**src/mtlb_pkg.sv**
```systemverilog
// ----------------------------------------------------------------------------
// mtlb_pkg
// Types, constants and tag-decode helpers shared by the markup text line
// breaker.
// ----------------------------------------------------------------------------
`default_nettype none

package mtlb_pkg;

  // Fixed point: fraction bits of all sizes (1/16 px)
  localparam int unsigned FracBits = 4;

  // Divider operand widths: scaled size (13b) times glyph width (10b)
  localparam int unsigned DivDividendW = 23;
  localparam int unsigned DivDivisorW  = 10;

  // Reciprocal of ten for 16-bit values, exact with a shift of 19
  localparam logic [15:0] RecipTen   = 16'hCCCD;
  localparam int unsigned RecipShift = 19;

  // Special character codes
  localparam logic [20:0] CodeLt      = 21'd60;
  localparam logic [20:0] CodeGt      = 21'd62;
  localparam logic [20:0] CodeNewline = 21'd10;
  localparam logic [20:0] CodeJpComma = 21'd12289;
  localparam logic [20:0] CodeJpStop  = 21'd12290;

  localparam logic [31:0] ColourWhite = 32'hFFFF_FFFF;

  // Configuration register indexes
  typedef enum logic [1:0] {
    CFG_BASE_SIZE  = 2'd0,
    CFG_LINE_LIMIT = 2'd1,
    CFG_MAX_WIDTH  = 2'd2,
    CFG_MAX_HEIGHT = 2'd3
  } cfg_idx_e;

  typedef enum logic [1:0] {
    SZ_MEDIUM = 2'd0,
    SZ_LARGE  = 2'd1,
    SZ_SMALL  = 2'd2
  } size_sel_e;

  typedef enum logic [2:0] {
    KIND_NONE   = 3'd0,
    KIND_BR     = 3'd1,
    KIND_SL     = 3'd2,
    KIND_SM     = 3'd3,
    KIND_SS     = 3'd4,
    KIND_COLOUR = 3'd5
  } tag_kind_e;

  typedef enum logic [3:0] {
    ST_IDLE,
    ST_SCAN,
    ST_ITEM,
    ST_SCALE,
    ST_MUL,
    ST_DIV,
    ST_CHECK,
    ST_COMMIT,
    ST_DONE
  } state_e;

  typedef struct packed {
    tag_kind_e  kind;
    logic [2:0] colour_sel;
  } tag_info_t;

  typedef struct packed {
    logic [20:0] char_code;
    logic [9:0]  src_width;
    logic [9:0]  src_height;
    logic        final_item;
  } in_beat_t;

  typedef struct packed {
    logic        tag_flag;
    logic        break_flag;
    logic [31:0] rgba_colour;
    logic [15:0] out_width;
    logic [12:0] out_height;
    logic        placed;
    logic [15:0] pos_in_line;
    logic [15:0] line_number;
    logic        run_end;
    logic [19:0] text_width;
    logic [16:0] line_count;
  } out_beat_t;

  // Lower-case fold for ASCII capitals
  function automatic logic [20:0] fold(input logic [20:0] c);
    return (c >= 21'd65 && c <= 21'd90) ? c + 21'd32 : c;
  endfunction

  function automatic logic [31:0] colour_value(input logic [2:0] sel);
    logic [31:0] v;
    case (sel)
      3'd0:    v = 32'hFFFF_FFFF;
      3'd1:    v = 32'hFF00_00FF;
      3'd2:    v = 32'h00FF_00FF;
      3'd3:    v = 32'h0000_FFFF;
      3'd4:    v = 32'h00FF_FFFF;
      3'd5:    v = 32'hFF00_FFFF;
      3'd6:    v = 32'hFFFF_00FF;
      default: v = 32'h0000_00FF;
    endcase
    return v;
  endfunction

  // Letters w r g b c m y k
  function automatic logic [20:0] colour_letter(input logic [2:0] sel);
    logic [20:0] v;
    case (sel)
      3'd0:    v = 21'd119;
      3'd1:    v = 21'd114;
      3'd2:    v = 21'd103;
      3'd3:    v = 21'd98;
      3'd4:    v = 21'd99;
      3'd5:    v = 21'd109;
      3'd6:    v = 21'd121;
      default: v = 21'd107;
    endcase
    return v;
  endfunction

  // Decode the two letters between '<' and '>'
  function automatic tag_info_t tag_kind(input logic [20:0] a_raw, input logic [20:0] b_raw);
    tag_info_t   t;
    logic [20:0] a;
    logic [20:0] b;
    a = fold(a_raw);
    b = fold(b_raw);
    t.kind       = KIND_NONE;
    t.colour_sel = 3'd0;
    if (a == 21'd98 && b == 21'd114) begin
      t.kind = KIND_BR;
    end else if (a == 21'd115) begin
      if (b == 21'd108) t.kind = KIND_SL;
      else if (b == 21'd109) t.kind = KIND_SM;
      else if (b == 21'd115) t.kind = KIND_SS;
    end else if (a == 21'd99) begin
      for (int k = 7; k >= 0; k--) begin
        if (b == colour_letter(3'(k))) begin
          t.kind       = KIND_COLOUR;
          t.colour_sel = 3'(k);
        end
      end
    end
    return t;
  endfunction

endpackage

`default_nettype wire

```
**src/mtlb_div.sv**
```systemverilog
// ----------------------------------------------------------------------------
// mtlb_div
// Restoring unsigned divider, one quotient bit per cycle.
// ----------------------------------------------------------------------------
`default_nettype none

module mtlb_div
  import mtlb_pkg::*;
#(
  parameter int unsigned DividendW = DivDividendW,
  parameter int unsigned DivisorW  = DivDivisorW
) (
  input  wire logic                 clk_i,
  input  wire logic                 rst_ni,
  input  wire logic                 start_i,
  input  wire logic [DividendW-1:0] dividend_i,
  input  wire logic [DivisorW-1:0]  divisor_i,
  output logic                      done_o,
  output logic [DividendW-1:0]      quotient_o
);

  localparam int unsigned CntW = $clog2(DividendW + 1);

  logic                 busy_q, busy_d;
  logic                 done_q, done_d;
  logic [CntW-1:0]      cnt_q, cnt_d;
  logic [DividendW-1:0] dq_q, dq_d;
  logic [DivisorW-1:0]  rem_q, rem_d;
  logic [DivisorW-1:0]  dvs_q, dvs_d;
  logic [DivisorW:0]    trial;

  assign trial = {rem_q, dq_q[DividendW-1]};

  // One shift-subtract step a cycle
  always_comb begin
    busy_d = busy_q;
    done_d = 1'b0;
    cnt_d  = cnt_q;
    dq_d   = dq_q;
    rem_d  = rem_q;
    dvs_d  = dvs_q;
    if (start_i) begin
      busy_d = 1'b1;
      cnt_d  = CntW'(DividendW);
      dq_d   = dividend_i;
      rem_d  = '0;
      dvs_d  = divisor_i;
    end else if (busy_q) begin
      if (trial >= {1'b0, dvs_q}) begin
        rem_d = DivisorW'(trial - {1'b0, dvs_q});
        dq_d  = {dq_q[DividendW-2:0], 1'b1};
      end else begin
        rem_d = trial[DivisorW-1:0];
        dq_d  = {dq_q[DividendW-2:0], 1'b0};
      end
      cnt_d = cnt_q - 1'b1;
      if (cnt_q == CntW'(1)) begin
        busy_d = 1'b0;
        done_d = 1'b1;
      end
    end
  end

  always_ff @(posedge clk_i or negedge rst_ni) begin
    if (!rst_ni) begin
      busy_q <= 1'b0;
      done_q <= 1'b0;
      cnt_q  <= '0;
    end else begin
      busy_q <= busy_d;
      done_q <= done_d;
      cnt_q  <= cnt_d;
    end
  end

  always_ff @(posedge clk_i) begin
    dq_q  <= dq_d;
    rem_q <= rem_d;
    dvs_q <= dvs_d;
  end

  assign done_o     = done_q;
  assign quotient_o = dq_q;

endmodule

`default_nettype wire

```
**src/markup_text_line_breaker_core.sv**
```systemverilog
// Results: a glyph's width comes from the 23-step divider (width = size*w/h);
//   newlines and tags skip the divider.
// Flow: a new input beat is taken only after all results of the previous one
//   are released, 0 to 4 results a beat; output stalls hold the sequencer.
// Reset: asynchronous, active low; clears layout state, sets base_size 160,
//   the other registers 0 and the colour to white. Layout state also
//   returns to reset after the beat marked final_item.
// ----------------------------------------------------------------------------
// markup_text_line_breaker_core
// Markup tag detection and greedy line placement of glyph beats.
// ----------------------------------------------------------------------------
`default_nettype none

module markup_text_line_breaker_core
  import mtlb_pkg::*;
(
  input  wire logic      clk_i,
  input  wire logic      rst_ni,
  input  wire logic      in_valid_i,
  output logic           in_ready_o,
  input  wire in_beat_t  in_data_i,
  output logic           out_valid_o,
  input  wire logic      out_ready_i,
  output out_beat_t      out_data_o,
  input  wire logic      cfg_valid_i,
  output logic           cfg_ready_o,
  input  wire cfg_idx_e  cfg_index_i,
  input  wire logic [11:0] cfg_data_i
);

  // Configuration registers
  logic [11:0] base_q;
  logic [7:0]  ll_q;
  logic [11:0] mw_q;
  logic [11:0] mh_q;

  assign cfg_ready_o = 1'b1;

  always_ff @(posedge clk_i or negedge rst_ni) begin
    if (!rst_ni) begin
      base_q <= 12'd160;
      ll_q   <= '0;
      mw_q   <= '0;
      mh_q   <= '0;
    end else if (cfg_valid_i) begin
      case (cfg_index_i)
        CFG_BASE_SIZE:  base_q <= cfg_data_i;
        CFG_LINE_LIMIT: ll_q   <= cfg_data_i[7:0];
        CFG_MAX_WIDTH:  mw_q   <= cfg_data_i;
        CFG_MAX_HEIGHT: mh_q   <= cfg_data_i;
        default:        base_q <= base_q;
      endcase
    end
  end

  // Window of pending beats (the newest beat goes into the first free slot)
  logic [20:0] code_q [4];
  logic [9:0]  sw_q   [4];
  logic [9:0]  sh_q   [4];
  logic [20:0] code_d [4];
  logic [9:0]  sw_d   [4];
  logic [9:0]  sh_d   [4];

  state_e      state_q, state_d;
  logic [2:0]  n_q, n_d;
  logic [2:0]  head_q, head_d;
  logic        final_q, final_d;
  logic [1:0]  j_q, j_d;
  logic        grp_tag_q, grp_tag_d;
  logic        grp_br_q, grp_br_d;
  size_sel_e   size_q, size_d;
  logic [31:0] colour_q, colour_d;
  logic [19:0] rw_q, rw_d;
  logic [15:0] gp_q, gp_d;
  logic [15:0] cl_q, cl_d;
  logic [19:0] wl_q, wl_d;
  logic        trunc_q, trunc_d;
  logic [15:0] num_q, num_d;
  logic [12:0] h_q, h_d;
  logic [15:0] w_q, w_d;
  logic        brk_q, brk_d;
  logic        tlim_q, tlim_d;
  logic [28:0] hprod_q, hprod_d;
  logic        out_valid_q, out_valid_d;
  out_beat_t   out_q, out_d;

  // Divider hookup
  logic                    div_start;
  logic [DivDividendW-1:0] div_quot;
  logic                    div_done;
  logic [9:0]              divisor;

  // Current item of the group
  logic [1:0]  idx;
  logic [20:0] cur_code;
  logic [9:0]  cur_sw;
  logic [9:0]  cur_sh;
  logic        cur_tag;
  logic        cur_brk;

  assign idx      = 2'(head_q + {1'b0, j_q});
  assign cur_code = code_q[idx];
  assign cur_sw   = sw_q[idx];
  assign cur_sh   = sh_q[idx];
  assign cur_tag  = grp_tag_q | (cur_code == CodeNewline);
  assign cur_brk  = grp_tag_q ? (grp_br_q && j_q == 2'd0) : (cur_code == CodeNewline);
  assign divisor  = (cur_sh == 10'd0) ? 10'd1 : cur_sh;

  mtlb_div #(
    .DividendW (DivDividendW),
    .DivisorW  (DivDivisorW)
  ) u_div (
    .clk_i      (clk_i),
    .rst_ni     (rst_ni),
    .start_i    (div_start),
    .dividend_i (DivDividendW'(h_q) * DivDividendW'(cur_sw)),
    .divisor_i  (divisor),
    .done_o     (div_done),
    .quotient_o (div_quot)
  );

  // Scratch for the sequencer
  tag_info_t   tinfo;
  logic [2:0]  avail;
  logic [31:0] recip_prod;
  logic [20:0] wsum;
  logic [16:0] lines_next;
  logic        last_res;
  logic        last_in_grp;
  logic        cut;
  logic [20:0] psum;

  assign avail      = n_q - head_q;
  assign recip_prod = 32'(num_q) * 32'(RecipTen);
  assign wsum       = 21'(rw_q) + 21'(w_q);
  assign lines_next = 17'(cl_q) + 17'd2;

  // Sequencer and datapath
  always_comb begin
    state_d     = state_q;
    code_d      = code_q;
    sw_d        = sw_q;
    sh_d        = sh_q;
    n_d         = n_q;
    head_d      = head_q;
    final_d     = final_q;
    j_d         = j_q;
    grp_tag_d   = grp_tag_q;
    grp_br_d    = grp_br_q;
    size_d      = size_q;
    colour_d    = colour_q;
    rw_d        = rw_q;
    gp_d        = gp_q;
    cl_d        = cl_q;
    wl_d        = wl_q;
    trunc_d     = trunc_q;
    num_d       = num_q;
    h_d         = h_q;
    w_d         = w_q;
    brk_d       = brk_q;
    tlim_d      = tlim_q;
    hprod_d     = hprod_q;
    out_valid_d = out_valid_q & ~out_ready_i;
    out_d       = out_q;
    div_start   = 1'b0;
    in_ready_o  = 1'b0;
    tinfo       = tag_kind(code_q[1], code_q[2]);
    last_res    = final_q && ({1'b0, idx} == n_q - 3'd1);
    last_in_grp = grp_tag_q ? (j_q == 2'd3) : 1'b1;
    cut         = 1'b0;
    psum        = '0;

    case (state_q)
      ST_IDLE: begin
        in_ready_o = 1'b1;
        if (in_valid_i) begin
          code_d[n_q[1:0]] = in_data_i.char_code;
          sw_d[n_q[1:0]]   = in_data_i.src_width;
          sh_d[n_q[1:0]]   = in_data_i.src_height;
          n_d              = n_q + 3'd1;
          head_d           = '0;
          final_d          = in_data_i.final_item;
          state_d          = ST_SCAN;
        end
      end

      // Pick the next group: a whole tag or a single item, else finish the beat
      ST_SCAN: begin
        j_d = '0;
        if (n_q > head_q && (avail == 3'd4 || final_q)) begin
          state_d   = ST_ITEM;
          grp_tag_d = 1'b0;
          grp_br_d  = 1'b0;
          if (avail == 3'd4 && code_q[0] == CodeLt && code_q[3] == CodeGt &&
              tinfo.kind != KIND_NONE) begin
            grp_tag_d = 1'b1;
            grp_br_d  = (tinfo.kind == KIND_BR);
            case (tinfo.kind)
              KIND_SL:     size_d   = SZ_LARGE;
              KIND_SM:     size_d   = SZ_MEDIUM;
              KIND_SS:     size_d   = SZ_SMALL;
              KIND_COLOUR: colour_d = colour_value(tinfo.colour_sel);
              default:     size_d   = size_q;
            endcase
          end
        end else begin
          state_d = ST_DONE;
        end
      end

      // Size numerator: base*14+5 or base*7+5; tags and newlines skip to the check
      ST_ITEM: begin
        if (cur_tag) begin
          w_d     = '0;
          h_d     = '0;
          state_d = ST_CHECK;
        end else begin
          if (size_q == SZ_LARGE) begin
            num_d = (16'(base_q) << 4) - (16'(base_q) << 1) + 16'd5;
          end else begin
            num_d = (16'(base_q) << 3) - 16'(base_q) + 16'd5;
          end
          state_d = ST_SCALE;
        end
      end

      ST_SCALE: begin
        if (size_q == SZ_MEDIUM) h_d = 13'(base_q);
        else                     h_d = recip_prod[RecipShift +: 13];
        state_d = ST_MUL;
      end

      ST_MUL: begin
        div_start = 1'b1;
        state_d   = ST_DIV;
      end

      ST_DIV: begin
        if (div_done) begin
          w_d     = (|div_quot[DivDividendW-1:16]) ? 16'hFFFF : div_quot[15:0];
          state_d = ST_CHECK;
        end
      end

      // Wrap test and limit checks
      ST_CHECK: begin
        brk_d = cur_brk ||
                (gp_q != 16'd0 && mw_q != 12'd0 &&
                 wsum > (21'(mw_q) << FracBits) &&
                 !(cur_code == CodeJpComma || cur_code == CodeJpStop));
        tlim_d  = (ll_q != 8'd0) && (lines_next > 17'(ll_q));
        hprod_d = 29'(lines_next) * 29'(base_q);
        state_d = ST_COMMIT;
      end

      // Update layout state and emit one result beat
      ST_COMMIT: begin
        if (!out_valid_q || out_ready_i) begin
          out_d             = '0;
          out_d.tag_flag    = cur_tag;
          out_d.break_flag  = cur_brk;
          out_d.rgba_colour = colour_q;
          out_d.out_width   = w_q;
          out_d.out_height  = h_q;
          if (!trunc_q) begin
            cut = brk_q && (tlim_q ||
                  (mh_q != 12'd0 && hprod_q > (29'(mh_q) << FracBits)));
            if (cut) begin
              trunc_d = 1'b1;
            end else begin
              if (brk_q) begin
                if (wl_d < rw_d) wl_d = rw_d;
                rw_d = '0;
                gp_d = '0;
                if (cl_d != 16'hFFFF) cl_d = cl_d + 16'd1;
              end
              if (!cur_tag) begin
                out_d.placed      = 1'b1;
                out_d.pos_in_line = gp_d;
                out_d.line_number = cl_d;
                psum = 21'(rw_d) + 21'(w_q);
                rw_d = psum[20] ? 20'hFFFFF : psum[19:0];
                if (gp_d != 16'hFFFF) gp_d = gp_d + 16'd1;
              end
            end
          end
          if (last_res) begin
            out_d.run_end    = 1'b1;
            out_d.text_width = (wl_d < rw_d) ? rw_d : wl_d;
            out_d.line_count = 17'(cl_d) + 17'd1;
          end
          out_valid_d = 1'b1;
          if (last_in_grp) begin
            head_d  = head_q + (grp_tag_q ? 3'd4 : 3'd1);
            state_d = ST_SCAN;
          end else begin
            j_d     = j_q + 2'd1;
            state_d = ST_ITEM;
          end
        end
      end

      // Clear after the final beat, else slide the window
      ST_DONE: begin
        if (final_q) begin
          n_d      = '0;
          size_d   = SZ_MEDIUM;
          colour_d = ColourWhite;
          rw_d     = '0;
          gp_d     = '0;
          cl_d     = '0;
          wl_d     = '0;
          trunc_d  = 1'b0;
        end else begin
          for (int k = 0; k < 3; k++) begin
            code_d[k] = code_q[2'(k) + head_q[1:0]];
            sw_d[k]   = sw_q[2'(k) + head_q[1:0]];
            sh_d[k]   = sh_q[2'(k) + head_q[1:0]];
          end
          n_d = avail;
        end
        head_d  = '0;
        final_d = 1'b0;
        state_d = ST_IDLE;
      end

      default: state_d = ST_IDLE;
    endcase
  end

  // State register
  always_ff @(posedge clk_i or negedge rst_ni) begin
    if (!rst_ni) state_q <= ST_IDLE;
    else         state_q <= state_d;
  end

  // Control and layout state
  always_ff @(posedge clk_i or negedge rst_ni) begin
    if (!rst_ni) begin
      n_q         <= '0;
      head_q      <= '0;
      final_q     <= 1'b0;
      j_q         <= '0;
      grp_tag_q   <= 1'b0;
      grp_br_q    <= 1'b0;
      size_q      <= SZ_MEDIUM;
      colour_q    <= ColourWhite;
      rw_q        <= '0;
      gp_q        <= '0;
      cl_q        <= '0;
      wl_q        <= '0;
      trunc_q     <= 1'b0;
      brk_q       <= 1'b0;
      tlim_q      <= 1'b0;
      out_valid_q <= 1'b0;
    end else begin
      n_q         <= n_d;
      head_q      <= head_d;
      final_q     <= final_d;
      j_q         <= j_d;
      grp_tag_q   <= grp_tag_d;
      grp_br_q    <= grp_br_d;
      size_q      <= size_d;
      colour_q    <= colour_d;
      rw_q        <= rw_d;
      gp_q        <= gp_d;
      cl_q        <= cl_d;
      wl_q        <= wl_d;
      trunc_q     <= trunc_d;
      brk_q       <= brk_d;
      tlim_q      <= tlim_d;
      out_valid_q <= out_valid_d;
    end
  end

  // Payload registers
  always_ff @(posedge clk_i) begin
    code_q  <= code_d;
    sw_q    <= sw_d;
    sh_q    <= sh_d;
    num_q   <= num_d;
    h_q     <= h_d;
    w_q     <= w_d;
    hprod_q <= hprod_d;
    out_q   <= out_d;
  end

  assign out_valid_o = out_valid_q;
  assign out_data_o  = out_q;

endmodule

`default_nettype wire

```
**config.mk**
```make
export PLATFORM = sky130hd
export DESIGN_NAME = markup_text_line_breaker_core
export DESIGN_NICKNAME = d
export VERILOG_FILES = /design/src/mtlb_pkg.sv /design/src/mtlb_div.sv /design/src/markup_text_line_breaker_core.sv
export SDC_FILE = /design/constraint.sdc
export NUM_CORES = 2
export LEC_CHECK = 0
export BUFFER_PORTS_ARGS = -buffer_cell sky130_fd_sc_hd__buf_2
export CAP_MARGIN = 20
export CORE_MARGIN = 3
export CORE_UTILIZATION = 64
export DETAILED_ROUTE_END_ITERATION = 10
export PLACE_DENSITY = 0.87
export SYNTH_ARGS = -nofsm -noshare
export SYNTH_HDL_FRONTEND = slang
export SYNTH_SLANG_ARGS = --single-unit
```
**constraint.sdc**
```tcl
create_clock -name clk_i -period 8.9 [get_ports clk_i]
set_input_delay 0 -clock clk_i [delete_from_list [all_inputs] [get_ports clk_i]]
set_output_delay 0 -clock clk_i [all_outputs]
set_load 0.05 [all_outputs]
```
==> qor.yml <==
power_and_ir_drop:
  pwr-share-seq_pct: 47.9
  power_switching_w: 0.00151
  swShare_pct: 26.0
  p_int_w: 0.00431
  clkPwrFrac_pct: 42.7
  p_comb_share_pct: 9.4
  irDropWorstVdd_uv: 144
  p_per_area_nw_per_um2: 115
  leakage_nw: 23.2
route:
  drtAntennaViolNets: 0
  wl_um: 127000
  dr.pass1.iters: 9
  vias: 37500
  drt_iter0_drc: 4368
  wl_per_cell_um: 21.6
  drc: 4
  viasPerCell: 6.36
sta:
  period_minus_slack_ns: 7.88
  rsz0062_at_grt: "no"
  period_share_pct: 88.5
  setup_viol: 0
  clock-skew-final_ns: 0.0579
  tightest_slew_ns: 1.10
  max_freq_mhz: 127
  slew_headroom_pct: 26.4
  fin_setup_tns_ns: 0
  drv_slew: 0
  finalHoldViolCount: 0
layout:
  stdcell_area_um2: 50600
  final_nets: 5692
  syn2layout_area_growth_pct: 9.27
  layout-drive-gt1-share_pct: 10.0
critical_path:
  worstSetupPathType: "register to register"
  cp_slowest_cell: "xor2_1"
  crit_chain: "ha_1 > nand3_1 > nor3_1 > and3_1 > and3_1 > xor2_1 > nand2_1 > fa_1 > inv_1 > fa_1 > fa_1 > inv_1 > fa_1 > inv_1 > fa_1 > ha_1 > nand4_1 > a211o_1 > a31oi_1 > o221ai_1 > o2111ai_1 > a21oi_1 > xnor2_1"
  worst_setup_path_end_kind: "register"
  r2r_cells: 23
  worstSetupEndpoint: "hprod_q[28]$_DFFE_PP_"
  path_buf_inv: 3
  crit_path_max_incr_delay_ns: 0.81
  reg2reg_to: "hprod_q[28]$_DFFE_PP_"
  crit_cells: 23
  cp.required_ns: 9.27
  critPathTopFamily: "adder cells"
  crit_fanout: 13
  startpoint: "cl_q[1]$_DFFE_PN0P_"
  setup.worst_path.start_class: "register"
  crit_arrival_ns: 8.24
  cp_common_cell: "fa_1"
  timing.rr.start: "cl_q[1]$_DFFE_PN0P_"
  rrSetupSlack_ns: 1.02
yosys:
  synth_area_um2: 46300
  synth_seq_cells: 533
  synthMuxAreaShare_pct: 5.92
  synth_most_common_cell: "inv_1"
  avgSynthCellArea_um2: 9.67
  synth_top_family_by_area: "adder cells"
  synthAdderAreaFrac_pct: 24.8
  ys.flop_type: "edfxtp_1"
  netlist.area_leader.share_pct: 24.4
  synth_edf_count: 376
  synthTopCellsByArea: "edfxtp_1, fa_1, ha_1, dfrtp_1, inv_1"
  synth-compound-area-share_pct: 12.1
  synthXorXnorAreaFrac_pct: 3.23
  yosys_warnings: 0
  yosysSeqAreaShare_pct: 32.8
  ys_types: 99
  yosys-top-cells-count: "inv_1, nand2_1, ha_1"
  synthCells: 4788
  yosys.area.top_type: "edfxtp_1"
  synthArstFlopShare_pct: 27.6
  synth-simple-area-share_pct: 14.4
floorplanning:
  die-area_um2: 75600
  num_rows: 97
  die_y_um: 275
  die_w_um: 275
  core_um2: 70900
  io_pins: 198
  start_util_pct: 65.3
global_route:
  grt_pass1_vias: 38200
  antenna_found_initial: 4
  grt_max_degree: 112
  grt.total_usage_pct: 33.9
  gr-total-overflow: 0
  grt_pass1_wl_um: 203000
clock_network:
  cts_tree: "built"
  post_cts_buffers: 0
  clock_sinks: 533
  clkSlewWorstSetupHoldPaths_ns: 0.07
  cts-buffers-inserted: 57
  insertion_delay_ns: 0.67
  clockBufferDepth: 3
  cts-root-buf: "clkbuf_16"
  cts_htree_levels: 2
placement:
  placed_area_um2: 47700
  place_congestion: 0.971
  port_buffers: 188
  hpwlAfterDp_um: 89200
run_status:
  violations: "DRC"
  outcome: "finished, violations left"
min_path:
  hold_class: "input port to register"
run:
  maxCapViolCount: 0
[repair_timing]
action,CTS,global route
resized for setup,0,0
endpoints found under the setup margin,0,0
hold buffers,82,0
hold endpoints to repair,295,0
[kinds of logic (layout without fill, tap and decap cells)]
| logic type | after synthesis | in the layout |
|---|---|---|
| AOI/OAI and AO/OA | 915 | 915 |
| xor gates and xnor gates | 169 | 169 |
| adders and majority gates | 724 | 724 |
| buffers and inverters | 801 | 961 |
| DFF | 533 | 533 |
| muxes | 236 | 236 |
| other | 1 | 11 |
| and+or+nand+nor | 1409 | 1409 |
[area by class of cell]
cell class,instances,area (um^2)
diodes,2,5.00
clock buffers,82,1670
clock inverters,26,278
fillers,4947,20300
inverters,532,2000
multi-input cells,3462,28100
flip-flops and latches,533,15200
well taps,940,1180
repair buffers,321,2190
[state kept, by name, summed over array words and instances, names as in the netlist, 13 cells and up]
register	count
num_q	16
w_q	16
rw_q	20
sh_q	40
code_q	84
u_div.quotient_o	23
h_q	13
wl_q	20
cl_q	16
hprod_q	29
out_data_o	105
sw_q	40
gp_q	16
[cells in the final DEF (no fill, tap or decap), types with 106 or more instances in the layout]
master	instances
buf_2	188
edfxtp_1	376
nand3_1	110
mux2i_1	123
ha_1	402
and2_1	143
inv_1	527
dfrtp_1	140
fa_1	321
nand2_1	505
a21oi_1	245
nor2_1	331
xnor2_1	106
o21ai_0	319
[power groups by stage]
stage	clock network, W	registers (W)	logic [W]
after floorplan	0	0.00276	0.000388
final	0.00248	0.00279	0.000544
after global placement	0	0.00283	0.000472
after global routing	0.00260	0.00279	0.000604
after CTS	0.00249	0.00278	0.000528
after detailed placement	0	0.00283	0.000488
[metal layers]
layer	global-route usage [%]	vias up	share of wire, %
met3	6.40	523	10
li1	-	16700	-
met5	0	-	0.010
met1	45.4	18000	39
met2	53.6	2266	45
met4	16.8	2	5.5
[worst min-delay path by stage]
stage | startpoint | to | slack (ns) | depth (start not counted)
6_report | in_data_i[5] | sh_q[4]$_DFFE_PP_ | 0.09 | 2
4_1_cts | in_data_i[30] | code_q[9]$_DFFE_PP_ | 0.06 | 2
3_5_place_dp | rst_ni | cl_q[0]$_DFFE_PN0P_ | 0.08 | 1
5_1_grt | in_data_i[5] | sh_q[4]$_DFFE_PP_ | 0.08 | 2
3_3_place_gp | rst_ni | cl_q[0]$_DFFE_PN0P_ | 0.08 | 1
2_1_floorplan | rst_ni | base_q[0]$_DFFE_PN0P_ | -0.30 | 0
[metrics by stage]
stage / power, W / instances / worst slack [ns] / utilization, % / hold slack (ns)
after floorplan: 0.00315 / 4796 / 1.23 / - / -0.296
final: 0.00582 / 5898 / 1.02 / 71.3 / 0.0857
after global placement: 0.00330 / 5702 / 1.37 / 67.3 / 0.0844
after global routing: 0.00600 / 5896 / 0.582 / 71.3 / 0.0845
after detailed placement: 0.00332 / 5703 / 1.14 / 67.3 / 0.0799
after CTS: 0.00579 / 5893 / 1.09 / 71.3 / 0.0592
Note: power is estimated with default switching activity, not from simulation.
